<file path="config.mk">
export PLATFORM = sky130hd
export DESIGN_NAME = quadtree_morton_quadrant_unit
export DESIGN_NICKNAME = d
export VERILOG_FILES = /design/src/rtl/core/qmq_pkg.sv /design/src/rtl/core/qmq_prep.sv /design/src/rtl/core/qmq_exec.sv /design/src/rtl/core/qmq_out.sv /design/src/rtl/core/quadtree_morton_quadrant_unit.sv
export SDC_FILE = /design/constraint.sdc
export NUM_CORES = 1
export LEC_CHECK = 0
export ABC_AREA = 1
export BUFFER_PORTS_ARGS = -buffer_cell sky130_fd_sc_hd__buf_2
export CORE_ASPECT_RATIO = 0.6
export CORE_MARGIN = 1.5
export CORE_UTILIZATION = 30
export DETAILED_ROUTE_END_ITERATION = 12
export HOLD_SLACK_MARGIN = 0.06
export PLACE_DENSITY = 0.46
export RECOVER_POWER = 50
export SKIP_CTS_REPAIR_TIMING = 1
export SLEW_MARGIN = 20
export SYNTH_ARGS = -nofsm -noshare
export SYNTH_HDL_FRONTEND = slang
export SYNTH_SLANG_ARGS = --single-unit
</file>
<file path="constraint.sdc">
create_clock -name clk_i -period 12.45 [get_ports clk_i]
set_input_delay 0.6225 -clock clk_i [delete_from_list [all_inputs] [get_ports clk_i]]
set_output_delay 0.6225 -clock clk_i [all_outputs]
set_load 0.01 [all_outputs]
</file>
<file path="src/rtl/core/qmq_pkg.sv">
`timescale 1ns / 1ps

package qmq_pkg;

  // Default tree depth and reference resolution.
  localparam int unsigned MAX_LEVEL_DEF  = 28;
  localparam int unsigned REF_LEVELS_DEF = 30;

  // Fixed word layout of a packed quadrant.
  localparam int unsigned QUAD_W    = 64;
  localparam int unsigned LEVEL_W   = 8;
  localparam int unsigned CODE_BITS = 56;
  localparam int unsigned COORD_W   = 30;
  localparam int unsigned CMD_W     = 3;
  localparam int unsigned ENC_LEV_W = 5;
  localparam int unsigned INDEX_W   = 2;

  typedef enum logic [CMD_W-1:0] {
    CMD_ENCODE   = 3'd0,
    CMD_DECODE   = 3'd1,
    CMD_CHILD    = 3'd2,
    CMD_PARENT   = 3'd3,
    CMD_NEIGHBOR = 3'd4,
    CMD_BOUNDARY = 3'd5
  } cmd_e;

  // Kind of result carried down the pipeline.
  typedef enum logic [1:0] {
    OP_QUAD,
    OP_NEIGHBOR,
    OP_DECODE,
    OP_BOUNDARY
  } op_e;

  typedef struct packed {
    logic [CMD_W-1:0]     command;
    logic [QUAD_W-1:0]    quad_a;
    logic [COORD_W-1:0]   coord_x;
    logic [COORD_W-1:0]   coord_y;
    logic [ENC_LEV_W-1:0] level;
    logic [INDEX_W-1:0]   index;
  } in_item_t;

  typedef struct packed {
    logic [QUAD_W-1:0]  quad_out;
    logic [COORD_W-1:0] coord_x_out;
    logic [COORD_W-1:0] coord_y_out;
    logic               boundary_flag;
    logic               error;
  } out_item_t;

  typedef struct packed {
    op_e                  op;
    logic                 err;
    logic                 inc;
    logic [QUAD_W-1:0]    quad;
    logic [QUAD_W-1:0]    quad_res;
    logic [CODE_BITS-1:0] dmask;
  } s1_t;

  typedef struct packed {
    op_e                op;
    logic               err;
    logic [QUAD_W-1:0]  quad;
    logic [COORD_W-1:0] cx;
    logic [COORD_W-1:0] cy;
    logic               bf;
  } s2_t;

endpackage

</file>
<file path="src/rtl/core/qmq_prep.sv">
`timescale 1ns / 1ps

module qmq_prep #(
  parameter int unsigned MaxLevel  = qmq_pkg::MAX_LEVEL_DEF,
  parameter int unsigned RefLevels = qmq_pkg::REF_LEVELS_DEF
) (
  input  logic              clk_i,
  input  logic              rst_ni,
  input  logic              valid_i,
  input  logic              en_i,
  input  qmq_pkg::in_item_t item_i,
  output logic              valid_o,
  output qmq_pkg::s1_t      stage_o
);
  import qmq_pkg::*;

  localparam int unsigned Shift = RefLevels - MaxLevel;
  localparam logic [CODE_BITS-1:0] LiveMask =
      {CODE_BITS{1'b1}} >> (CODE_BITS - 2 * MaxLevel);

  logic [LEVEL_W-1:0]   lev;
  logic [LEVEL_W-1:0]   enc_lev;
  logic [CODE_BITS-1:0] code;
  logic [MaxLevel-1:0]  above;
  logic [MaxLevel-1:0]  enc_above;
  logic [MaxLevel-1:0]  par_pair;
  logic [MaxLevel-1:0]  chl_pair;
  logic [CODE_BITS-1:0] enc_code;
  logic [CODE_BITS-1:0] chl_or;
  logic [CODE_BITS-1:0] par_clr;
  logic [CODE_BITS-1:0] dmask_x;
  logic [CODE_BITS-1:0] below_bits;
  logic                 quad_ok;
  logic                 enc_bad;
  logic                 valid_q;
  s1_t                  stage_d;
  s1_t                  stage_q;

  assign lev     = item_i.quad_a[QUAD_W-1 -: LEVEL_W];
  assign code    = item_i.quad_a[CODE_BITS-1:0];
  assign enc_lev = LEVEL_W'(item_i.level);

  // Pair p of the code belongs to tree level MaxLevel - p.
  for (genvar p = 0; p < MaxLevel; p++) begin : g_pair
    assign above[p]     = lev >= LEVEL_W'(MaxLevel - p);
    assign enc_above[p] = enc_lev >= LEVEL_W'(MaxLevel - p);
    assign par_pair[p]  = lev == LEVEL_W'(MaxLevel - p);
    assign chl_pair[p]  = lev == LEVEL_W'(MaxLevel - 1 - p);

    assign chl_or[2*p +: 2]     = chl_pair[p] ? item_i.index : 2'b00;
    assign par_clr[2*p +: 2]    = {2{par_pair[p]}};
    assign dmask_x[2*p +: 2]    = {1'b0, above[p]};
    assign below_bits[2*p +: 2] = {2{~above[p]}};

    if (p + Shift < COORD_W) begin : g_enc
      assign enc_code[2*p +: 2] = enc_above[p] ?
          {item_i.coord_y[p+Shift], item_i.coord_x[p+Shift]} : 2'b00;
    end else begin : g_enc_none
      assign enc_code[2*p +: 2] = 2'b00;
    end
  end

  if (2 * MaxLevel < CODE_BITS) begin : g_upper
    assign enc_code[CODE_BITS-1:2*MaxLevel]   = '0;
    assign chl_or[CODE_BITS-1:2*MaxLevel]     = '0;
    assign par_clr[CODE_BITS-1:2*MaxLevel]    = '0;
    assign dmask_x[CODE_BITS-1:2*MaxLevel]    = '0;
    assign below_bits[CODE_BITS-1:2*MaxLevel] = '0;
  end

  assign quad_ok = (lev <= LEVEL_W'(MaxLevel)) &&
                   ((code & ~LiveMask) == '0) &&
                   ((code & below_bits) == '0);
  assign enc_bad = enc_lev > LEVEL_W'(MaxLevel);

  always_comb begin
    stage_d          = '0;
    stage_d.op       = OP_QUAD;
    stage_d.inc      = item_i.index[0];
    stage_d.quad     = item_i.quad_a;
    stage_d.dmask    = item_i.index[1] ? {dmask_x[CODE_BITS-2:0], 1'b0} : dmask_x;
    case (item_i.command)
      CMD_ENCODE: begin
        stage_d.err      = enc_bad;
        stage_d.quad_res = {enc_lev, enc_code};
      end
      CMD_DECODE: begin
        stage_d.op  = OP_DECODE;
        stage_d.err = ~quad_ok;
      end
      CMD_CHILD: begin
        stage_d.err      = ~quad_ok || (lev >= LEVEL_W'(MaxLevel));
        stage_d.quad_res = {lev + LEVEL_W'(1), code | chl_or};
      end
      CMD_PARENT: begin
        stage_d.err      = ~quad_ok || (lev == '0);
        stage_d.quad_res = {lev - LEVEL_W'(1), code & ~par_clr};
      end
      CMD_NEIGHBOR: begin
        stage_d.op  = OP_NEIGHBOR;
        stage_d.err = ~quad_ok;
      end
      CMD_BOUNDARY: begin
        stage_d.op  = OP_BOUNDARY;
        stage_d.err = ~quad_ok;
      end
      default: begin
        stage_d.err = 1'b1;
      end
    endcase
  end

  always_ff @(posedge clk_i or negedge rst_ni) begin
    if (!rst_ni) begin
      valid_q <= 1'b0;
    end else if (en_i) begin
      valid_q <= valid_i;
    end
  end

  always_ff @(posedge clk_i) begin
    if (en_i) begin
      stage_q <= stage_d;
    end
  end

  assign valid_o = valid_q;
  assign stage_o = stage_q;

endmodule

</file>
<file path="src/rtl/core/qmq_exec.sv">
`timescale 1ns / 1ps

module qmq_exec #(
  parameter int unsigned MaxLevel  = qmq_pkg::MAX_LEVEL_DEF,
  parameter int unsigned RefLevels = qmq_pkg::REF_LEVELS_DEF
) (
  input  logic         clk_i,
  input  logic         rst_ni,
  input  logic         valid_i,
  input  logic         en_i,
  input  qmq_pkg::s1_t stage_i,
  output logic         valid_o,
  output qmq_pkg::s2_t stage_o
);
  import qmq_pkg::*;

  localparam int unsigned Shift = RefLevels - MaxLevel;

  logic [CODE_BITS-1:0] code;
  logic [CODE_BITS-1:0] addend;
  logic [CODE_BITS-1:0] step;
  logic [CODE_BITS-1:0] sum;
  logic [CODE_BITS-1:0] nb_code;
  logic [COORD_W-1:0]   gx;
  logic [COORD_W-1:0]   gy;
  logic                 valid_q;
  s2_t                  stage_d;
  s2_t                  stage_q;

  assign code = stage_i.quad[CODE_BITS-1:0];

  // Decode gathers the even and odd code bits back into coordinates.
  for (genvar j = 0; j < COORD_W; j++) begin : g_gather
    if ((j >= Shift) && (j < Shift + MaxLevel)) begin : g_take
      assign gx[j] = code[2*(j-Shift)];
      assign gy[j] = code[2*(j-Shift)+1];
    end else begin : g_zero
      assign gx[j] = 1'b0;
      assign gy[j] = 1'b0;
    end
  end

  // Dilated add: the bits outside the mask are forced to one for an
  // increment so the carry ripples across them.
  assign addend  = stage_i.inc ? (code | ~stage_i.dmask) : (code & stage_i.dmask);
  assign step    = stage_i.inc ? {{(CODE_BITS-1){1'b0}}, 1'b1} : {CODE_BITS{1'b1}};
  assign sum     = addend + step;
  assign nb_code = (sum & stage_i.dmask) | (code & ~stage_i.dmask);

  always_comb begin
    stage_d     = '0;
    stage_d.op  = stage_i.op;
    stage_d.err = stage_i.err;
    stage_d.cx  = gx;
    stage_d.cy  = gy;
    stage_d.bf  = (code & stage_i.dmask) == (stage_i.inc ? stage_i.dmask : '0);
    if (stage_i.op == OP_NEIGHBOR) begin
      stage_d.quad = {stage_i.quad[QUAD_W-1:CODE_BITS], nb_code};
    end else begin
      stage_d.quad = stage_i.quad_res;
    end
  end

  always_ff @(posedge clk_i or negedge rst_ni) begin
    if (!rst_ni) begin
      valid_q <= 1'b0;
    end else if (en_i) begin
      valid_q <= valid_i;
    end
  end

  always_ff @(posedge clk_i) begin
    if (en_i) begin
      stage_q <= stage_d;
    end
  end

  assign valid_o = valid_q;
  assign stage_o = stage_q;

endmodule

</file>
<file path="src/rtl/core/qmq_out.sv">
`timescale 1ns / 1ps

module qmq_out (
  input  logic               clk_i,
  input  logic               rst_ni,
  input  logic               valid_i,
  input  logic               en_i,
  input  qmq_pkg::s2_t       stage_i,
  output logic               valid_o,
  output qmq_pkg::out_item_t item_o
);
  import qmq_pkg::*;

  logic      valid_q;
  out_item_t item_d;
  out_item_t item_q;

  // Fields the command does not produce, and an error's other fields, are zero.
  always_comb begin
    item_d       = '0;
    item_d.error = stage_i.err;
    if (!stage_i.err) begin
      case (stage_i.op)
        OP_QUAD, OP_NEIGHBOR: begin
          item_d.quad_out = stage_i.quad;
        end
        OP_DECODE: begin
          item_d.coord_x_out = stage_i.cx;
          item_d.coord_y_out = stage_i.cy;
        end
        OP_BOUNDARY: begin
          item_d.boundary_flag = stage_i.bf;
        end
        default: begin
          item_d.error = 1'b1;
        end
      endcase
    end
  end

  always_ff @(posedge clk_i or negedge rst_ni) begin
    if (!rst_ni) begin
      valid_q <= 1'b0;
    end else if (en_i) begin
      valid_q <= valid_i;
    end
  end

  always_ff @(posedge clk_i) begin
    if (en_i) begin
      item_q <= item_d;
    end
  end

  assign valid_o = valid_q;
  assign item_o  = item_q;

endmodule

</file>
<file path="src/rtl/core/quadtree_morton_quadrant_unit.sv">
`timescale 1ns / 1ps

// Channel | Direction | Signals                            | Item
// --------+-----------+------------------------------------+-------------------------
// input   | in        | in_valid_i, in_ready_o, in_item_i  | command and operands
// output  | out       | out_valid_o, out_ready_i, out_item_o | packed result and flags
//
// Every item passes three register stages: prepare (validity, level masks,
// encode, child and parent), execute (dilated add, face test, gather) and the
// output register, from which the result is offered. One item can be taken
// in every cycle; the throughput is one item per cycle while the output is
// not stalled. Reset clears only the stage valid bits. A stage advances when
// it is empty or the stage after it advances, so a stalled output holds
// every stage in place that has no empty stage after it, and no item is
// lost or repeated.

module quadtree_morton_quadrant_unit #(
  parameter int unsigned MaxLevel  = qmq_pkg::MAX_LEVEL_DEF,
  parameter int unsigned RefLevels = qmq_pkg::REF_LEVELS_DEF
) (
  input  logic               clk_i,
  input  logic               rst_ni,
  input  logic               in_valid_i,
  output logic               in_ready_o,
  input  qmq_pkg::in_item_t  in_item_i,
  output logic               out_valid_o,
  input  logic               out_ready_i,
  output qmq_pkg::out_item_t out_item_o
);
  import qmq_pkg::*;

  logic v1;
  logic v2;
  logic v3;
  logic en1;
  logic en2;
  logic en3;
  s1_t  s1;
  s2_t  s2;

  // The ready chain runs back from the output: each stage loads when it
  // holds nothing or its content moves on in the same cycle.
  assign en3 = ~v3 | out_ready_i;
  assign en2 = ~v2 | en3;
  assign en1 = ~v1 | en2;

  assign in_ready_o  = en1;
  assign out_valid_o = v3;

  // Stage one: classify the command, check the quadrant and build masks.
  qmq_prep #(
    .MaxLevel (MaxLevel),
    .RefLevels(RefLevels)
  ) u_prep (
    .clk_i  (clk_i),
    .rst_ni (rst_ni),
    .valid_i(in_valid_i),
    .en_i   (en1),
    .item_i (in_item_i),
    .valid_o(v1),
    .stage_o(s1)
  );

  // Stage two: neighbor add, tree face compare and coordinate gather.
  qmq_exec #(
    .MaxLevel (MaxLevel),
    .RefLevels(RefLevels)
  ) u_exec (
    .clk_i  (clk_i),
    .rst_ni (rst_ni),
    .valid_i(v1),
    .en_i   (en2),
    .stage_i(s1),
    .valid_o(v2),
    .stage_o(s2)
  );

  // Stage three: select the fields of the result and hold it for the consumer.
  qmq_out u_out (
    .clk_i  (clk_i),
    .rst_ni (rst_ni),
    .valid_i(v2),
    .en_i   (en3),
    .stage_i(s2),
    .valid_o(v3),
    .item_o (out_item_o)
  );

endmodule

</file>
## Word level (Yosys, flattened, before mapping)

Cells that the tools add are included.

- Output and inout port bits: 128
- Logic and storage cells: 244
- Memories: 0
- Bits in writable memories: 0
- Latch bits: 0
- Bits in registers: 437
- Input port bits: 138
- Bits in read-only memories: 0

- Div/mod/pow operators: 0
- Bitwise operators: 48
- Multiply operators: 0
- Add/sub/neg operators: 3
- Shift-type cells: 0
- Reductions and logical operators: 12
- $lt $le $gt $ge: 58
- Eq/ne operators: 38
- Mux-type cells: 64

Operators with widths:

| cell | count |
|---|---|
| 56-bit bitwise AND | 5 |
| 64-bit case mux with 3 select lines | 1 |
| 56-bit 2-to-1 mux | 3 |
| 56-bit OR | 3 |
| 2-bit 2-to-1 mux | 56 |
| 56-bit inverter | 2 |
| 8-bit by 5-bit == test with 1-bit output (second input constant) | 13 |
| 8-bit by 5-bit greater-or-equal comparator with 1-bit output (second input constant) | 13 |
| 5-bit greater-or-equal comparator (second input constant) | 13 |
| 8-bit by 4-bit == test with 1-bit output (second input constant) | 8 |
| 8-bit by 4-bit greater-or-equal comparator with 1-bit output (second input constant) | 8 |
| 64-bit 2-to-1 mux | 1 |
| 56-bit adder | 1 |
| 56-bit == test | 1 |
| 56-bit zero test | 1 |
| 5-bit by 4-bit greater-or-equal comparator with 1-bit output (second input constant) | 8 |
| 1-bit inverter | 35 |
| 8-bit by 3-bit == test with 1-bit output (second input constant) | 4 |
| 8-bit by 3-bit greater-or-equal comparator with 1-bit output (second input constant) | 4 |
| 5-bit by 3-bit greater-or-equal comparator with 1-bit output (second input constant) | 4 |
| 8-bit by 2-bit == test with 1-bit output (second input constant) | 2 |
| 8-bit by 2-bit greater-or-equal comparator with 1-bit output (second input constant) | 2 |
| 5-bit by 2-bit greater-or-equal comparator with 1-bit output (second input constant) | 2 |
| 8-bit by 1-bit adder with 8-bit output (second input constant) | 1 |
| 22 further kinds | 32 |

## Logic depth before layout (Yosys ltp)

- Depth after elaboration: 8
- Mapped depth: 23

## Hierarchy

Synthesis repeated with hierarchy kept, for this count alone.

- Cells, all modules: 3113
- Area, all modules: 25663.4 um^2

Modules (own cells, without submodules):

| module | instances | cells an instance | seq. area each (um^2) | area each (um^2) |
|---|---|---|---|---|
| qmq_exec | 1 | 1812 | 3748.6 | 11559.8 |
| qmq_prep | 1 | 900 | 5670.4 | 8998.6 |
| qmq_out | 1 | 397 | 3808.7 | 5086.1 |
| quadtree_morton_quadrant_unit | 1 | 4 | 0.0 | 18.8 |

## Least setup slack after synthesis

No wires, ideal clock.

- Path kind: input -> output
- From: in out_ready_i
- To: out in_ready_o
- Arrival: 7635 ps
- Stages: 4
- Slack: 4193 ps
- Cells stage by stage: inv_1 nand2_1 nor2_1 nand2_1

- Longest elaborated chain between the ends: 3

Ends and longest elaborated chain:

| element | line | source |
|---|---|---|
| from (decl) | quadtree_morton_quadrant_unit.sv:27 | `input logic out_ready_i,` |
| 1-bit OR | quadtree_morton_quadrant_unit.sv:43 | `assign en3 = ~v3 \| out_ready_i;` |
| named net en3 | quadtree_morton_quadrant_unit.sv:37 | `logic en3;` |
| 1-bit OR | quadtree_morton_quadrant_unit.sv:44 | `assign en2 = ~v2 \| en3;` |
| 1-bit OR | quadtree_morton_quadrant_unit.sv:45 | `assign en1 = ~v1 \| en2;` |
| to (decl) | quadtree_morton_quadrant_unit.sv:24 | `output logic in_ready_o,` |

The timed path passes the listed nets, and every way through them passes these cells.

==> flow_summary_export.csv <==
group,metric,value,unit
route,vias,20999,
sta,setup_viol,0,
finish,layout.nets,3217,
synthesis,synthesis.area,24100,sq um
setup_path,critical_path_buf_inv_count,3,
finish,antenna_cells,0,
floorplan,die_w,369,microns
clocking,clk_path_buf_depth,3,
synthesis,ys.flop_type,"edfxtp_1",
route,antenna_left,0,
sta,clock.fmax,0.195,GHz
floorplan,core_area,79500,sq um
placed_design,placed_area,26600,sq um
clocking,numCtsBuffers,45,
synthesis,yosys-top-cells-count,"622 x nand2_1, 436 x nor2_1, 434 x edfxtp_1",
job,drv_cap,6,
power,power_density,155,nW/um^2
placed_design,dpl.hpwl,81.7,mm
synthesis,syn_avg_cell_area,8.70,sq um
status,failed_checks,"max-capacitance violations, max-slew violations",
power,pwr-share-clk,33.3,%
placed_design,io_buffers,257,
clocking,cts_sinks,437,
route,via_per_inst,5.10,
global_route,grt_overflow_total,0,
floorplan,die_h,223,microns
route,drtIter0Drc,2903,
setup_path,crit_required,12.79,ns
sta,final_hold_viol_count,0,
global_route,grt_pass1_vias,19603,
power,irDropWorstVdd,0.000102,V
floorplan,ioPinCount,266,
floorplan,die-area,82100,sq um
sta,clock_skew,0.0633,ns
power,p_int,2860,uW
synthesis,yosys.area.top_type_share,54.1,%
synthesis,async_flop_share,0.686,%
clocking,clock_tree.root_cell,"clkbuf_16",
power,power.switching,1450,uW
sta,worstMarginPinSlew,3.35,ns
synthesis,ys_warn_count,0,
route,wirelength,103,mm
global_route,grt_start_max_net_pins,142,
global_route,antenna_found_initial,6,
sta,finalCriticalPeriod,5.13,ns
synthesis,ys_ff_latch,437,
global_route,grt_pass1_wl,144,mm
synthesis,yosysUniqueCellTypes,58,
power,sw_frac_of_total,33.6,%
synthesis,yosys-top-cells-area,"edfxtp_1 54%, nand2_1 9.7%, nor2_1 6.8%",
clocking,clk_pin_slew,0.07,ns
sta,tns,0,ns
setup_path,critPathSlowestCell,"buf_4",
sta,slew_headroom,-123,%
power,p_comb_share,22.1,%
hold_path,hold_path_class,"input port to flop",
route,route.detailed.drc,0,
synthesis,synth_cells,2772,
setup_path,cpPeakStageDelay,0.81,ns
clocking,clock_latency,0.65,ns
global_route,grtUsageTotal,24.7,%
placed_design,gp_congestion,0.958,
clocking,cts_tree,"built",
sta,finalCritPeriodShare,41.2,%
sta,rsz0062_at_grt,"no",
route,drt-wirelength-per-cell,25.1,microns
synthesis,synth_top_cell_by_area,"edfxtp_1",
status,outcome,"finished with violations",
setup_path,crit_path_frequent_cell,"nand2_1",
setup_path,startpoint_type,"flop",
setup_path,critical_path.top_delay_family,"buffers and inverters",
synthesis,yosysSeqAreaShare,54.4,%
route,firstDrtPassIters,6,
power,p_seq_share,44.7,%
clocking,h-tree-depth,2,
floorplan,start_util,30.3,%
setup_path,critPathMaxFanout,82,
finish,design_area,27800,sq um
floorplan,rows,80,
setup_path,cp-end-kind,"flop",
finish,drive_gt1_share,5.99,%
finish,area_delta_synth_final,15.2,%
setup_path,arrival,5.47,ns
power,p_leak,0.0116,uW
sta,slew_viol_final,286,
setup_path,crit_chain,"clkinv_2 -> buf_4 -> o21ai_0 -> ha_1 -> nand2_1 -> nor2_1 -> nand2_1 -> inv_1 -> nand4_1 -> nand3_1 -> nand2_1 -> a21oi_1 -> nor2_1 -> o21ai_1",
setup_path,path_class,"flop to flop",
synthesis,yosysMostFrequentCell,"nand2_1",
synthesis,synth_edf_count,434,
[kinds of logic after synthesis]
group                      after synthesis  synth area share [%]
and+or+nand+nor                       1333                  22.8
buffers and inverters                  454                  7.37
DFF                                    437                  54.4
AOI/OAI and AO/OA                      431                  10.3
adders and majority gates               59                  3.09
xor gates and xnor gates                56                  2.03
other                                    1                0.0156
muxes                                    1                0.0415
[cells in the final DEF (no fill, tap or decap), types with 45 or more instances in the layout]
| master | count |
|---|---|
| edfxtp_1 | 434 |
| clkbuf_1 | 200 |
| clkbuf_16 | 45 |
| nand2_1 | 623 |
| inv_1 | 368 |
| nand3_1 | 190 |
| buf_2 | 66 |
| a21oi_1 | 108 |
| nor2_1 | 439 |
| o21ai_0 | 180 |
| ha_1 | 58 |
[worst min-delay path, stage by stage]
cell	delay, ns
buf_2	0.07
inv_1	0.04
nand2_1	0.05
[sequential cells by signal, indices dropped and copies added, names as in the netlist]
signal          flops
u_prep.stage_o    188
u_exec.stage_o    124
u_out.item_o      122
u_exec.valid_o      1
u_out.valid_o       1
u_prep.valid_o      1
[per-layer routing]
layer | track usage (%) | wire [microns] | up-vias
met5 | 0 | 24 | -
met3 | 4.46 | 9060 | 113
met2 | 31.2 | 37900 | 941
li1 | - | - | 9801
met4 | 5.19 | 2030 | 4
met1 | 41.6 | 54200 | 10140
[through the flow]
| stage | instances | power, uW | hold WS, ns | utilization [%] | setup WS, ns |
|---|---|---|---|---|---|
| 2_1_floorplan | 2775 | 2470 | 0.327 | - | 4.19 |
| 3_3_place_gp | 4038 | 2890 | 0.419 | 33.4 | 7.54 |
| 3_5_place_dp | 4038 | 2890 | 0.409 | 33.4 | 7.51 |
| 4_1_cts | 4120 | 4330 | -0.246 | 35.3 | 7.44 |
| 5_1_grt | 4121 | 4490 | 0.197 | 34.9 | 6.77 |
| 6_report | 4121 | 4310 | 0.205 | 34.9 | 7.32 |
[power groups by stage]
stage               Sequential, uW  Combinational [uW]  Clock, uW
floorplan                     1920                 548          0
global placement              1940                 947          0
detailed placement            1940                 943          0
CTS                           1910                 948       1470
global route                  1940                1040       1510
finish                        1920                 951       1430
[path summary, 6_finish.rpt]
path,from,to,slack (ns),depth (start not counted)
min in group asynchronous,rst_ni,u_out.valid_o$_DFFE_PN0P_,0.33,2
min,in_valid_i,u_prep.valid_o$_DFFE_PN0P_,0.20,3
max,u_prep.stage_o[184]$_DFFE_PP_,u_exec.stage_o[97]$_DFFE_PP_,7.32,14
max reg2reg,u_prep.stage_o[184]$_DFFE_PP_,u_exec.stage_o[97]$_DFFE_PP_,7.32,14
max in group asynchronous,rst_ni,u_exec.valid_o$_DFFE_PN0P_,11.96,2
min reg2reg,u_exec.valid_o$_DFFE_PN0P_,u_out.valid_o$_DFFE_PN0P_,0.44,2
[final cells by class]
| class | instances | area, sq um |
|---|---|---|
| Fill cell | 8376 | 51700 |
| Sequential cell | 437 | 13100 |
| Multi-Input combinational cell | 1884 | 9200 |
| Inverter | 378 | 1420 |
| Tap cell | 1066 | 1330 |
| Clock buffer | 56 | 1210 |
| Timing Repair Buffer | 274 | 1180 |
| Clock inverter | 26 | 320 |
Power figures use the tool's default switching activity.
